### src/rvg_pkg.sv
// Shared types, constants and lookup functions for the ring vertex generator.
`timescale 1ns / 1ps

package rvg_pkg;

  localparam int MAX_SEGMENTS = 63;
  localparam int MIN_SEGMENTS = 3;
  localparam int SEG_W        = 6;
  localparam int COORD_W      = 32;
  localparam int AXIS_W       = 16;
  localparam int ANGLE_W      = 16;
  localparam int STEP_W       = 15;
  localparam int TRIG_W       = 16;
  localparam int CFG_INDEX_W  = 2;
  localparam int IN_TDATA_W   = 240;
  localparam int OUT_TDATA_W  = 200;

  // Configuration register indexes
  localparam logic [CFG_INDEX_W-1:0] REG_SEG_COUNT  = 2'd0;
  localparam logic [CFG_INDEX_W-1:0] REG_RADIUS_CUT = 2'd1;

  localparam logic [SEG_W-1:0] SEG_COUNT_RESET = 6'd16;

  // Quarter wave of sine, Q1.14
  localparam logic [14:0] SINE_QUARTER [0:64] = '{
    15'd0,     15'd402,   15'd804,   15'd1205,  15'd1606,  15'd2006,  15'd2404,  15'd2801,
    15'd3196,  15'd3590,  15'd3981,  15'd4370,  15'd4756,  15'd5139,  15'd5520,  15'd5897,
    15'd6270,  15'd6639,  15'd7005,  15'd7366,  15'd7723,  15'd8076,  15'd8423,  15'd8765,
    15'd9102,  15'd9434,  15'd9760,  15'd10080, 15'd10394, 15'd10702, 15'd11003, 15'd11297,
    15'd11585, 15'd11866, 15'd12140, 15'd12406, 15'd12665, 15'd12916, 15'd13160, 15'd13395,
    15'd13623, 15'd13842, 15'd14053, 15'd14255, 15'd14449, 15'd14634, 15'd14811, 15'd14978,
    15'd15137, 15'd15286, 15'd15426, 15'd15557, 15'd15678, 15'd15790, 15'd15893, 15'd15986,
    15'd16069, 15'd16143, 15'd16207, 15'd16261, 15'd16305, 15'd16340, 15'd16364, 15'd16379,
    15'd16384
  };

  typedef struct packed {
    logic             load;
    logic             issue;
    logic [SEG_W-1:0] idx;
    logic             last;
  } ctrl_cmd_t;

  typedef struct packed {
    logic en;
    logic busy;
  } dp_status_t;

  function automatic logic signed [TRIG_W-1:0] rom_sin(input logic [7:0] i);
    logic [5:0]  j;
    logic [14:0] mag;
    j   = i[5:0];
    mag = i[6] ? SINE_QUARTER[7'd64 - {1'b0, j}] : SINE_QUARTER[{1'b0, j}];
    return i[7] ? -$signed({1'b0, mag}) : $signed({1'b0, mag});
  endfunction

  function automatic logic [SEG_W-1:0] seg_clamp(input logic [SEG_W-1:0] s);
    if (s < SEG_W'(MIN_SEGMENTS))
      return SEG_W'(MIN_SEGMENTS);
    else if (s > SEG_W'(MAX_SEGMENTS))
      return SEG_W'(MAX_SEGMENTS);
    else
      return s;
  endfunction

  // One turn (65536 in Q8.8) over the segment count, truncated
  function automatic logic [STEP_W-1:0] step_for(input logic [SEG_W-1:0] s);
    logic [STEP_W-1:0] r;
    case (s)
      6'd3:  r = 15'd21845;  6'd4:  r = 15'd16384;  6'd5:  r = 15'd13107;
      6'd6:  r = 15'd10922;  6'd7:  r = 15'd9362;   6'd8:  r = 15'd8192;
      6'd9:  r = 15'd7281;   6'd10: r = 15'd6553;   6'd11: r = 15'd5957;
      6'd12: r = 15'd5461;   6'd13: r = 15'd5041;   6'd14: r = 15'd4681;
      6'd15: r = 15'd4369;   6'd16: r = 15'd4096;   6'd17: r = 15'd3855;
      6'd18: r = 15'd3640;   6'd19: r = 15'd3449;   6'd20: r = 15'd3276;
      6'd21: r = 15'd3120;   6'd22: r = 15'd2978;   6'd23: r = 15'd2849;
      6'd24: r = 15'd2730;   6'd25: r = 15'd2621;   6'd26: r = 15'd2520;
      6'd27: r = 15'd2427;   6'd28: r = 15'd2340;   6'd29: r = 15'd2259;
      6'd30: r = 15'd2184;   6'd31: r = 15'd2114;   6'd32: r = 15'd2048;
      6'd33: r = 15'd1985;   6'd34: r = 15'd1927;   6'd35: r = 15'd1872;
      6'd36: r = 15'd1820;   6'd37: r = 15'd1771;   6'd38: r = 15'd1724;
      6'd39: r = 15'd1680;   6'd40: r = 15'd1638;   6'd41: r = 15'd1598;
      6'd42: r = 15'd1560;   6'd43: r = 15'd1524;   6'd44: r = 15'd1489;
      6'd45: r = 15'd1456;   6'd46: r = 15'd1424;   6'd47: r = 15'd1394;
      6'd48: r = 15'd1365;   6'd49: r = 15'd1337;   6'd50: r = 15'd1310;
      6'd51: r = 15'd1285;   6'd52: r = 15'd1260;   6'd53: r = 15'd1236;
      6'd54: r = 15'd1213;   6'd55: r = 15'd1191;   6'd56: r = 15'd1170;
      6'd57: r = 15'd1149;   6'd58: r = 15'd1129;   6'd59: r = 15'd1110;
      6'd60: r = 15'd1092;   6'd61: r = 15'd1074;   6'd62: r = 15'd1057;
      6'd63: r = 15'd1040;
      default: r = 15'd21845;
    endcase
    return r;
  endfunction

endpackage

### src/rvg_ctrl.sv
// Controller: takes ring items and issues one ring point per pipeline advance.
`timescale 1ns / 1ps

module rvg_ctrl (
  input  logic                     clk,
  input  logic                     rst_n,
  input  logic                     in_valid,
  output logic                     in_ready,
  input  logic [rvg_pkg::SEG_W-1:0] seg_count,
  input  rvg_pkg::dp_status_t      status,
  output rvg_pkg::ctrl_cmd_t       cmd
);
  import rvg_pkg::*;

  localparam logic [1:0] ST_IDLE  = 2'd0;
  localparam logic [1:0] ST_RUN   = 2'd1;
  localparam logic [1:0] ST_DRAIN = 2'd2;

  logic [1:0]       state_r, state_nxt;
  logic [SEG_W-1:0] k_r, k_nxt;
  logic [SEG_W-1:0] seg_r, seg_nxt;

  assign in_ready  = (state_r == ST_IDLE);
  assign cmd.load  = in_ready && in_valid;
  assign cmd.issue = (state_r == ST_RUN) && status.en;
  assign cmd.idx   = k_r;
  assign cmd.last  = (k_r == seg_r);

  always_comb begin
    state_nxt = state_r;
    k_nxt     = k_r;
    seg_nxt   = seg_r;
    unique case (state_r)
      ST_IDLE: begin
        if (cmd.load) begin
          state_nxt = ST_RUN;
          k_nxt     = '0;
          seg_nxt   = seg_clamp(seg_count);
        end
      end
      ST_RUN: begin
        if (cmd.issue) begin
          if (cmd.last)
            state_nxt = ST_DRAIN;
          else
            k_nxt = k_r + 1'b1;
        end
      end
      ST_DRAIN: begin
        if (!status.busy)
          state_nxt = ST_IDLE;
      end
      default: state_nxt = ST_IDLE;
    endcase
  end

  always_ff @(posedge clk) begin
    if (!rst_n) begin
      state_r <= ST_IDLE;
      k_r     <= '0;
      seg_r   <= SEG_W'(MIN_SEGMENTS);
    end else begin
      state_r <= state_nxt;
      k_r     <= k_nxt;
      seg_r   <= seg_nxt;
    end
  end

endmodule

### config.mk
export PLATFORM = sky130hd
export DESIGN_NAME = rvg_ctrl
export DESIGN_NICKNAME = d
export VERILOG_FILES = /design/src/rvg_pkg.sv /design/src/rvg_ctrl.sv
export SDC_FILE = /design/constraint.sdc
export NUM_CORES = 1
export LEC_CHECK = 0
export ABC_AREA = 1
export BUFFER_PORTS_ARGS = -buffer_cell sky130_fd_sc_hd__buf_2
export CORE_ASPECT_RATIO = 1.25
export CORE_MARGIN = 5
export CORE_UTILIZATION = 46
export CTS_CLUSTER_DIAMETER = 60
export DETAILED_ROUTE_END_ITERATION = 10
export MAX_ROUTING_LAYER = met4
export PLACE_DENSITY = 0.73
export SLEW_MARGIN = 40
export SYNTH_ARGS = -nofsm -noshare
export SYNTH_HDL_FRONTEND = slang
export SYNTH_SLANG_ARGS = --single-unit
### constraint.sdc
create_clock -name clk -period 1.1 [get_ports clk]
set_input_delay 0.055 -clock clk [delete_from_list [all_inputs] [get_ports clk]]
set_output_delay 0.055 -clock clk [all_outputs]
set_load 0.02 [all_outputs]
==> summary.md, run 1 <==
| Metric | Value |
|---|---|
| Ant. Diodes | `0` |
| Drt drc | `0` |
| DP Area | `0.001175 mm2` |
| DRT antenna net count | `0` |
| Final Hold Vio Count | `0` |
| Placed insts | `187` |
| Final WS setup | `-0.2531 ns` |
| Leak | `0.0006820 uW` |
| Gr ovfl total | `0` |
| Yosys top cell area share | `0.3358` |
| Final #Nets | `192` |
| Max Cap Viol | `0` |
| Worst setup startpoint | `k_r[1]$_SDFFE_PN0P_` |
| Area Growth Syn to Fin | `71.51%` |
| Wirelength per Cell | `13.06 um` |
| Worst rel slew slack | `0.7482` |
| Hold Crit Class | `in2reg` |
| DIE AREA | `0.002771 mm2` |
| Crit path max-delay family | `flip-flops` |
| Failing checks | `setup timing` |
| Global Route met2 Usage | `0.3554` |
| Post-synth top cells | `nand2_1 (28), inv_1 (17), dfxtp_1 (14), nand3_1 (14), nor2_1 (13)` |
| Worst stage delay on the critical path | `0.38 ns` |
| Die width | `48.10 um` |
| CP endpoint | `cmd[0]` |
| CP required | `1.04 ns` |
| TritonCTS clock tree | `done` |
| Synth area leader | `dfxtp_1` |
| Cts bufs inserted | `3` |
| Fillers | `119` |
| Dominant synthesized flop cell | `dfxtp_1` |
| Count leader, synth | `nand2_1` |
| WP data arrival | `1.30 ns` |
| Number of DRC markers in iteration 0 | `23` |
| WP depth | `7` |
| RR Endpoint | `k_r[4]$_SDFFE_PN0P_` |
| Worst Path Class, Setup | `reg2out` |
| Crit path buf inv count | `3` |
| Outcome | `finished, violations left` |
| Tcrit/Tclk final | `1.230` |
| Syn Nets | `138` |
| Post-synth EDFFs | `0` |
| CTS clk-pin slew, worst paths | `0.09 ns` |
| Initial core utilization | `0.4785` |
| Die H | `57.62 um` |
| Crit path max-delay cell type | `dfxtp_4` |
| DR pass1 iterations | `4` |
| Min cycle time layout | `1.353 ns` |
| CP endpoint kind | `primary output` |
| Clk_lat worst skew | `0.29 ns` |
| HPWL Detailed | `1743 um` |
| CP Cell Sequence | `nand2_1 > inv_1 > nor2_2 > nor2_4 > nand3_2 > inv_2 > buf_6` |
| Crit Path Max Fanout | `5` |
| Post-route insts no fill | `198` |
| # clock sinks | `14` |
| Met3 Use GR | `0.03727` |
| I/O Pins | `21` |
| RSZ-0062 raised after global routing | `true` |
| Worst R2R Setup Slack | `-0.24 ns` |
| Pre-CTS setup slack | `-0.1346 ns` |
| Post-layout util | `0.8207` |
| Reg-to-reg startpoint | `seg_r[3]$_SDFFE_PN0P_` |
| Pwr Density | `1311 mW/mm2` |
| Setup Skew | `0.0005868 ns` |
| Port Buf Inserts | `20` |
| Clk root buf | `clkbuf_4` |
| Worst vdd ir | `0.8894 mV` |
| Vias | `995` |
| GR Util All Layers | `0.2150` |
| Syn Area/Cell | `6.623 um2` |
| Initial antenna violation count | `0` |
| Startpoint types | `flip-flop` |
| Slew Limit Fails | `0` |
| Final setup viols | `13` |
| First-pass GRT wire length | `4243 um` |
| Routing usage on met1 | `0.2719` |
| # H-tree levels | `1` |
| Register-to-Register Path Depth | `10` |
| FFs w/ async S/R, synth | `0` |
| Layout cells sized above 1 | `0.6313` |
| Max Clock Freq | `739.0 MHz` |
| Largest net degree at the start of global routing | `13` |
| GP Congestion | `0.8078` |
| FF+latch count, synth | `14` |
| Top post-synthesis cells by area | `dfxtp_1 (34%), nand2_1 (13%), nand3_1 (8.4%)` |
| Rows | `17` |
| Part of the Yosys area used for sequential elements | `0.3358` |
| Synth cell types | `22` |
| Core area | `0.001744 mm2` |
| Vias in the first global route | `983` |
| Synthesized area | `834.6 um2` |
| Least-Margin Pin Slew | `0.3737 ns` |
| Vias per inst | `5.025` |
| Clk buf depth | `2` |
| DRT Wirelength | `2586 um` |
| Most Crowded Layer GR | `met2` |
| Final Cell Area | `0.001431 mm2` |
| Cells after Synth | `126` |
| Synthesis warning total | `0` |
## kinds of logic after synthesis
logic type	count (synthesis)	synth area share
AOI/OAI and AO/OA	19	0.1230
xor gates and xnor gates	1	0.01050
adders and majority gates	1	0.01499
buffers and inverters	23	0.1064
DFF	14	0.3358
and+or+nand+nor	68	0.4093
## layout make-up
class	instances	area, um2	area share
clock buffer	4	36.28	0.02535
sequential	14	311.5	0.2177
tap	19	23.77	0.01661
inverter	21	91.34	0.06381
timing repair buffer	51	409.1	0.2858
multi-input combinational	89	559.3	0.3907
## worst min-delay path: cells and delay by family
kind	cells	cell delay, ns
buf+inv	1	0.08
compound gates	2	0.18
## report_power, final
group          internal [uW]  leakage (uW)  switching, uW
combinational            419      0.000541            437
clock                    202     0.0000210            192
sequential               569      0.000120           58.1
total                   1190      0.000682            686
## layer usage
metal  wire (um)  share of wire
met5           0              0
met4          19         0.0073
met3         107          0.041
met2        1340           0.52
met1        1118           0.43
## sequential cells by signal, indices dropped and copies added (netlist names)
signal / cells
k_r: 6
state_r: 2
seg_r: 6
## cell usage in the layout, fill, tap and decap left out, types with 2 or more instances in the layout
| master | n |
|---|---|
| nand2_2 | 8 |
| dfxtp_4 | 6 |
| buf_6 | 9 |
| dfxtp_2 | 7 |
| buf_4 | 23 |
| a21oi_2 | 3 |
| nand3_2 | 4 |
| nor2_2 | 4 |
| buf_2 | 16 |
| clkbuf_4 | 3 |
| nand4_1 | 2 |
| inv_1 | 10 |
| nand2_1 | 22 |
| a21oi_1 | 5 |
| nor2_1 | 7 |
| nand2_4 | 2 |
| nand3_1 | 10 |
| o21ai_1 | 2 |
| inv_4 | 2 |
| inv_2 | 8 |
| nor2_4 | 5 |
| o21ai_0 | 2 |
| o21ai_2 | 5 |
| buf_8 | 2 |
## worst min-delay path by stage
stage                  from                      end  slack, ns  cells after the start
2_1_floorplan         rst_n  state_r[1]$_SDFFE_PN0P_       0.19                      2
3_3_place_gp      status[0]  state_r[1]$_SDFFE_PN0P_       0.34                      3
3_5_place_dp          rst_n    seg_r[1]$_SDFFE_PN1P_       0.36                      2
4_1_cts        seg_count[2]    seg_r[2]$_SDFFE_PN0P_       0.04                      3
5_1_grt        seg_count[5]    seg_r[5]$_SDFFE_PN0P_       0.06                      3
6_report          status[0]  state_r[1]$_SDFFE_PN0P_       0.05                      3
## per-stage QoR
step,hold WS [ns],TNS [ns],power (uW)
floorplan,0.1890,-0.3092,1013
global placement,0.3361,-0.5290,1247
detailed placement,0.3561,-0.8066,1263
CTS,0.04172,-1.870,1804
global route,0.05810,-3.096,1982
finish,0.04847,-1.931,1876
## timing repair
item / CTS / global route
endpoints found under the setup margin: 12 / 18
resized for setup: 45 / 14
pin swaps: 11 / 12
gates cloned: 0 / 1
hold buffers: 0 / 0
setup buffers: 5 / 2
No activity file was read; power rests on OpenSTA's default activity.
==> run 2, diff against run 1 <==
--- a/config.mk
+++ b/config.mk
@@ -7,13 +7,15 @@
 export LEC_CHECK = 0
 export ABC_AREA = 1
 export BUFFER_PORTS_ARGS = -buffer_cell sky130_fd_sc_hd__buf_2
+export CELL_PAD_IN_SITES_DETAIL_PLACEMENT = 0
+export CELL_PAD_IN_SITES_GLOBAL_PLACEMENT = 1
 export CORE_ASPECT_RATIO = 1.25
 export CORE_MARGIN = 5
-export CORE_UTILIZATION = 46
+export CORE_UTILIZATION = 32
 export CTS_CLUSTER_DIAMETER = 60
 export DETAILED_ROUTE_END_ITERATION = 10
 export MAX_ROUTING_LAYER = met4
-export PLACE_DENSITY = 0.73
+export PLACE_DENSITY_LB_ADDON = 0.1
 export SLEW_MARGIN = 40
 export SYNTH_ARGS = -nofsm -noshare
 export SYNTH_HDL_FRONTEND = slang
==> run 2 against run 1 <==
Net effect: the run still ends with setup timing left; non-clock buffer count is 2 higher; flip-flop and latch count stayed put; core utilization shrank 22 points; design area up 4.7%; sequential power down 1%; total power down 1.3%.
==> summary.md, run 2 (synthesis results as in run 1) <==
| Metric | Value |
|---|---|
| Outcome | `finished, violations left (unchanged)` |
| Failing checks | `setup timing (unchanged)` |
| Final WS setup | `-0.2671 ns (was -0.2531 ns)` |
| DR pass1 iterations | `4 (unchanged)` |
| Die width | `55.68 um (was 48.10 um)` |
| Clk buf depth | `2 (unchanged)` |
| Min cycle time layout | `1.367 ns (was 1.353 ns)` |
| Drt drc | `0 (unchanged)` |
| Worst setup startpoint | `k_r[2]$_SDFFE_PN0P_ (was k_r[1]$_SDFFE_PN0P_)` |
| CP endpoint | `k_r[4]$_SDFFE_PN0P_ (was cmd[0])` |
| Slew Limit Fails | `0 (unchanged)` |
| DIE AREA | `0.003736 mm2 (was 0.002771 mm2)` |
| Hold Crit Class | `in2reg (unchanged)` |
| Gr ovfl total | `0 (unchanged)` |
| First-pass GRT wire length | `4360 um (was 4243 um)` |
| GP Congestion | `0.7930 (was 0.8078)` |
| Worst rel slew slack | `0.7641 (was 0.7482)` |
| Setup Skew | `0.002236 ns (was 0.0005868 ns)` |
| Hold Slack | `0.04138 ns (was 0.04847 ns)` |
| Vias | `1037 (was 995)` |
| Worst vdd ir | `0.6406 mV (was 0.8894 mV)` |
| CP required | `1.29 ns (was 1.04 ns)` |
| Register-to-Register Path Depth | `10 (unchanged)` |
| RR Endpoint | `k_r[4]$_SDFFE_PN0P_ (unchanged)` |
| HPWL Detailed | `1683 um (was 1743 um)` |
| Final #Nets | `194 (was 192)` |
| Clk root buf | `clkbuf_4 (unchanged)` |
| Final Cell Area | `0.001499 mm2 (was 0.001431 mm2)` |
| Layout cells sized above 1 | `0.6409 (was 0.6313)` |
| GR Util All Layers | `0.1555 (was 0.2150)` |
| Max Cap Viol | `0 (unchanged)` |
| I/O Pins | `21 (unchanged)` |
| Leak | `0.0006899 uW (was 0.0006820 uW)` |
| # hold bufs at CTS | `0 (unchanged)` |
| Commonest non-fill, non-tap cell in the layout | `buf_4 (unchanged)` |
| Multi-input logic area | `609.3 um2 (was 559.3 um2)` |
| # H-tree levels | `1 (unchanged)` |
| DP Area | `0.001170 mm2 (was 0.001175 mm2)` |
| Max Clock Freq | `731.5 MHz (was 739.0 MHz)` |
| Core area | `0.002477 mm2 (was 0.001744 mm2)` |
| Initial core utilization | `0.3369 (was 0.4785)` |
| Least-Margin Pin Slew | `0.3502 ns (was 0.3737 ns)` |
| Worst Path Class, Setup | `reg2reg (was reg2out)` |
| DRT Wirelength | `2665 um (was 2586 um)` |
| Startpoint types | `flip-flop (unchanged)` |
| CP endpoint kind | `flip-flop (was primary output)` |
| Reg-to-reg startpoint | `k_r[2]$_SDFFE_PN0P_ (was seg_r[3]$_SDFFE_PN0P_)` |
| Crit Path Max Fanout | `7 (was 5)` |
| Final setup viols | `18 (was 13)` |
| Initial antenna violation count | `0 (unchanged)` |
| # clock sinks | `14 (unchanged)` |
| Commonest non-fill, non-tap cells in the layout | `buf_4 (21), nand2_1 (20), buf_2 (16), buf_6 (14), inv_1 (12) (was buf_4 (23), nand2_1 (22), buf_2 (16), inv_1 (10), nand3_1 (10))` |
| Wirelength per Cell | `12.45 um (was 13.06 um)` |
| Worst R2R Setup Slack | `-0.27 ns (was -0.24 ns)` |
| Clk_lat worst skew | `0.28 ns (was 0.29 ns)` |
| DRT antenna net count | `0 (unchanged)` |
| Top Registers | `k_r x6, seg_r x6, state_r x2 (unchanged)` |
| Ant. Diodes | `0 (unchanged)` |
| TritonCTS clock tree | `done (unchanged)` |
| Number of DRC markers in iteration 0 | `21 (was 23)` |
| Cts bufs inserted | `3 (unchanged)` |
| Largest net degree at the start of global routing | `13 (unchanged)` |
| Vias in the first global route | `1024 (was 983)` |
| Die H | `67.10 um (was 57.62 um)` |
| Vias per inst | `4.846 (was 5.025)` |
| Final Hold Vio Count | `0 (unchanged)` |
| RSZ-0062 raised after global routing | `true (unchanged)` |
| Port Buf Inserts | `20 (unchanged)` |
| WP data arrival | `1.55 ns (was 1.30 ns)` |
| Tcrit/Tclk final | `1.243 (was 1.230)` |
| CTS clk-pin slew, worst paths | `0.09 ns (about the same)` |
| Rows | `20 (was 17)` |
| Reg area | `305.3 um2 (was 311.5 um2)` |
| Fillers | `230 (was 119)` |
| Pwr Density | `1236 mW/mm2 (was 1311 mW/mm2)` |
| Area Growth Syn to Fin | `79.61% (was 71.51%)` |
| Setup TNS | `-2.753 ns (was -1.931 ns)` |
==> run 2: changes by cell type in the layout (fill, tap and decap cells not counted), sizes merged <==
cell    before  now
buf         50   53
clkbuf       5    4
==> run 2: through the flow <==
| stage | total power [uW] | utilization | setup WS [ns] | instances |
|---|---|---|---|---|
| floorplan | 1013 | - | -0.06146 | 126 |
| global placement | 1249 | 0.4722 | -0.1144 | 198 |
| detailed placement | 1253 | 0.4722 | -0.1162 | 198 |
| CTS | 1805 | 0.5828 | -0.2318 | 213 |
| global route | 1975 | 0.6051 | -0.3672 | 214 |
| finish | 1852 | 0.6051 | -0.2671 | 214 |
==> run 2: worst min-delay path by stage <==
stage | start | end | slack [ns] | cells after the start
global placement | status[0] | state_r[1]$_SDFFE_PN0P_ | 0.33 | 3
global route | seg_count[5] | seg_r[5]$_SDFFE_PN0P_ | 0.04 | 3
finish | seg_count[3] | seg_r[3]$_SDFFE_PN0P_ | 0.04 | 3
floorplan | rst_n | state_r[1]$_SDFFE_PN0P_ | 0.19 | 2
CTS | seg_count[3] | seg_r[3]$_SDFFE_PN0P_ | 0.04 | 3
detailed placement | rst_n | seg_r[0]$_SDFFE_PN1P_ | 0.35 | 2
==> run 2: metal layers <==
metal | global-route usage | vias up | share of wire
li1 | - | 516 | -
met1 | 0.1595 | 482 | 0.40
met2 | 0.2840 | 30 | 0.53
met3 | 0.02132 | 9 | 0.048
met4 | 0.09119 | 0 | 0.026
met5 | - | - | 0
==> run 2: repair_timing <==
| action | in CTS | in global routing |
|---|---|---|
| gates cloned | 1 | 0 |
| pin swaps | 10 | 12 |
| setup endpoints to repair | 18 | 18 |
| setup buffers | 10 | 3 |
| resized for setup | 51 | 19 |
==> run 2: final cells by class <==
type	count	share of cell area
well taps	33	0.02755
multi-input cells	89	0.4065
repair buffers	53	0.2838
clock buffers	4	0.01753
inverters	21	0.06093
flip-flops and latches	14	0.2037
==> run 2: where the power goes <==
group / switching, uW / leakage, uW / internal, uW / total [uW]
combinational: 466 / 0.000554 / 448 / 914
sequential: 54.8 / 0.000121 / 566 / 621
clock: 177 / 0.0000150 / 141 / 317
total: 697 / 0.000690 / 1160 / 1850
==> run 2: worst max-delay path, stage by stage, from the launching register on <==
cell	delay [ns]
dfxtp_4	0.38
inv_2	0.04
nand2_2	0.05
nand2_2	0.06
nor2_4	0.16
buf_6	0.12
nand4_4	0.14
nand2_4	0.14
inv_2	0.06
nor2_2	0.08
nor2_1	0.04
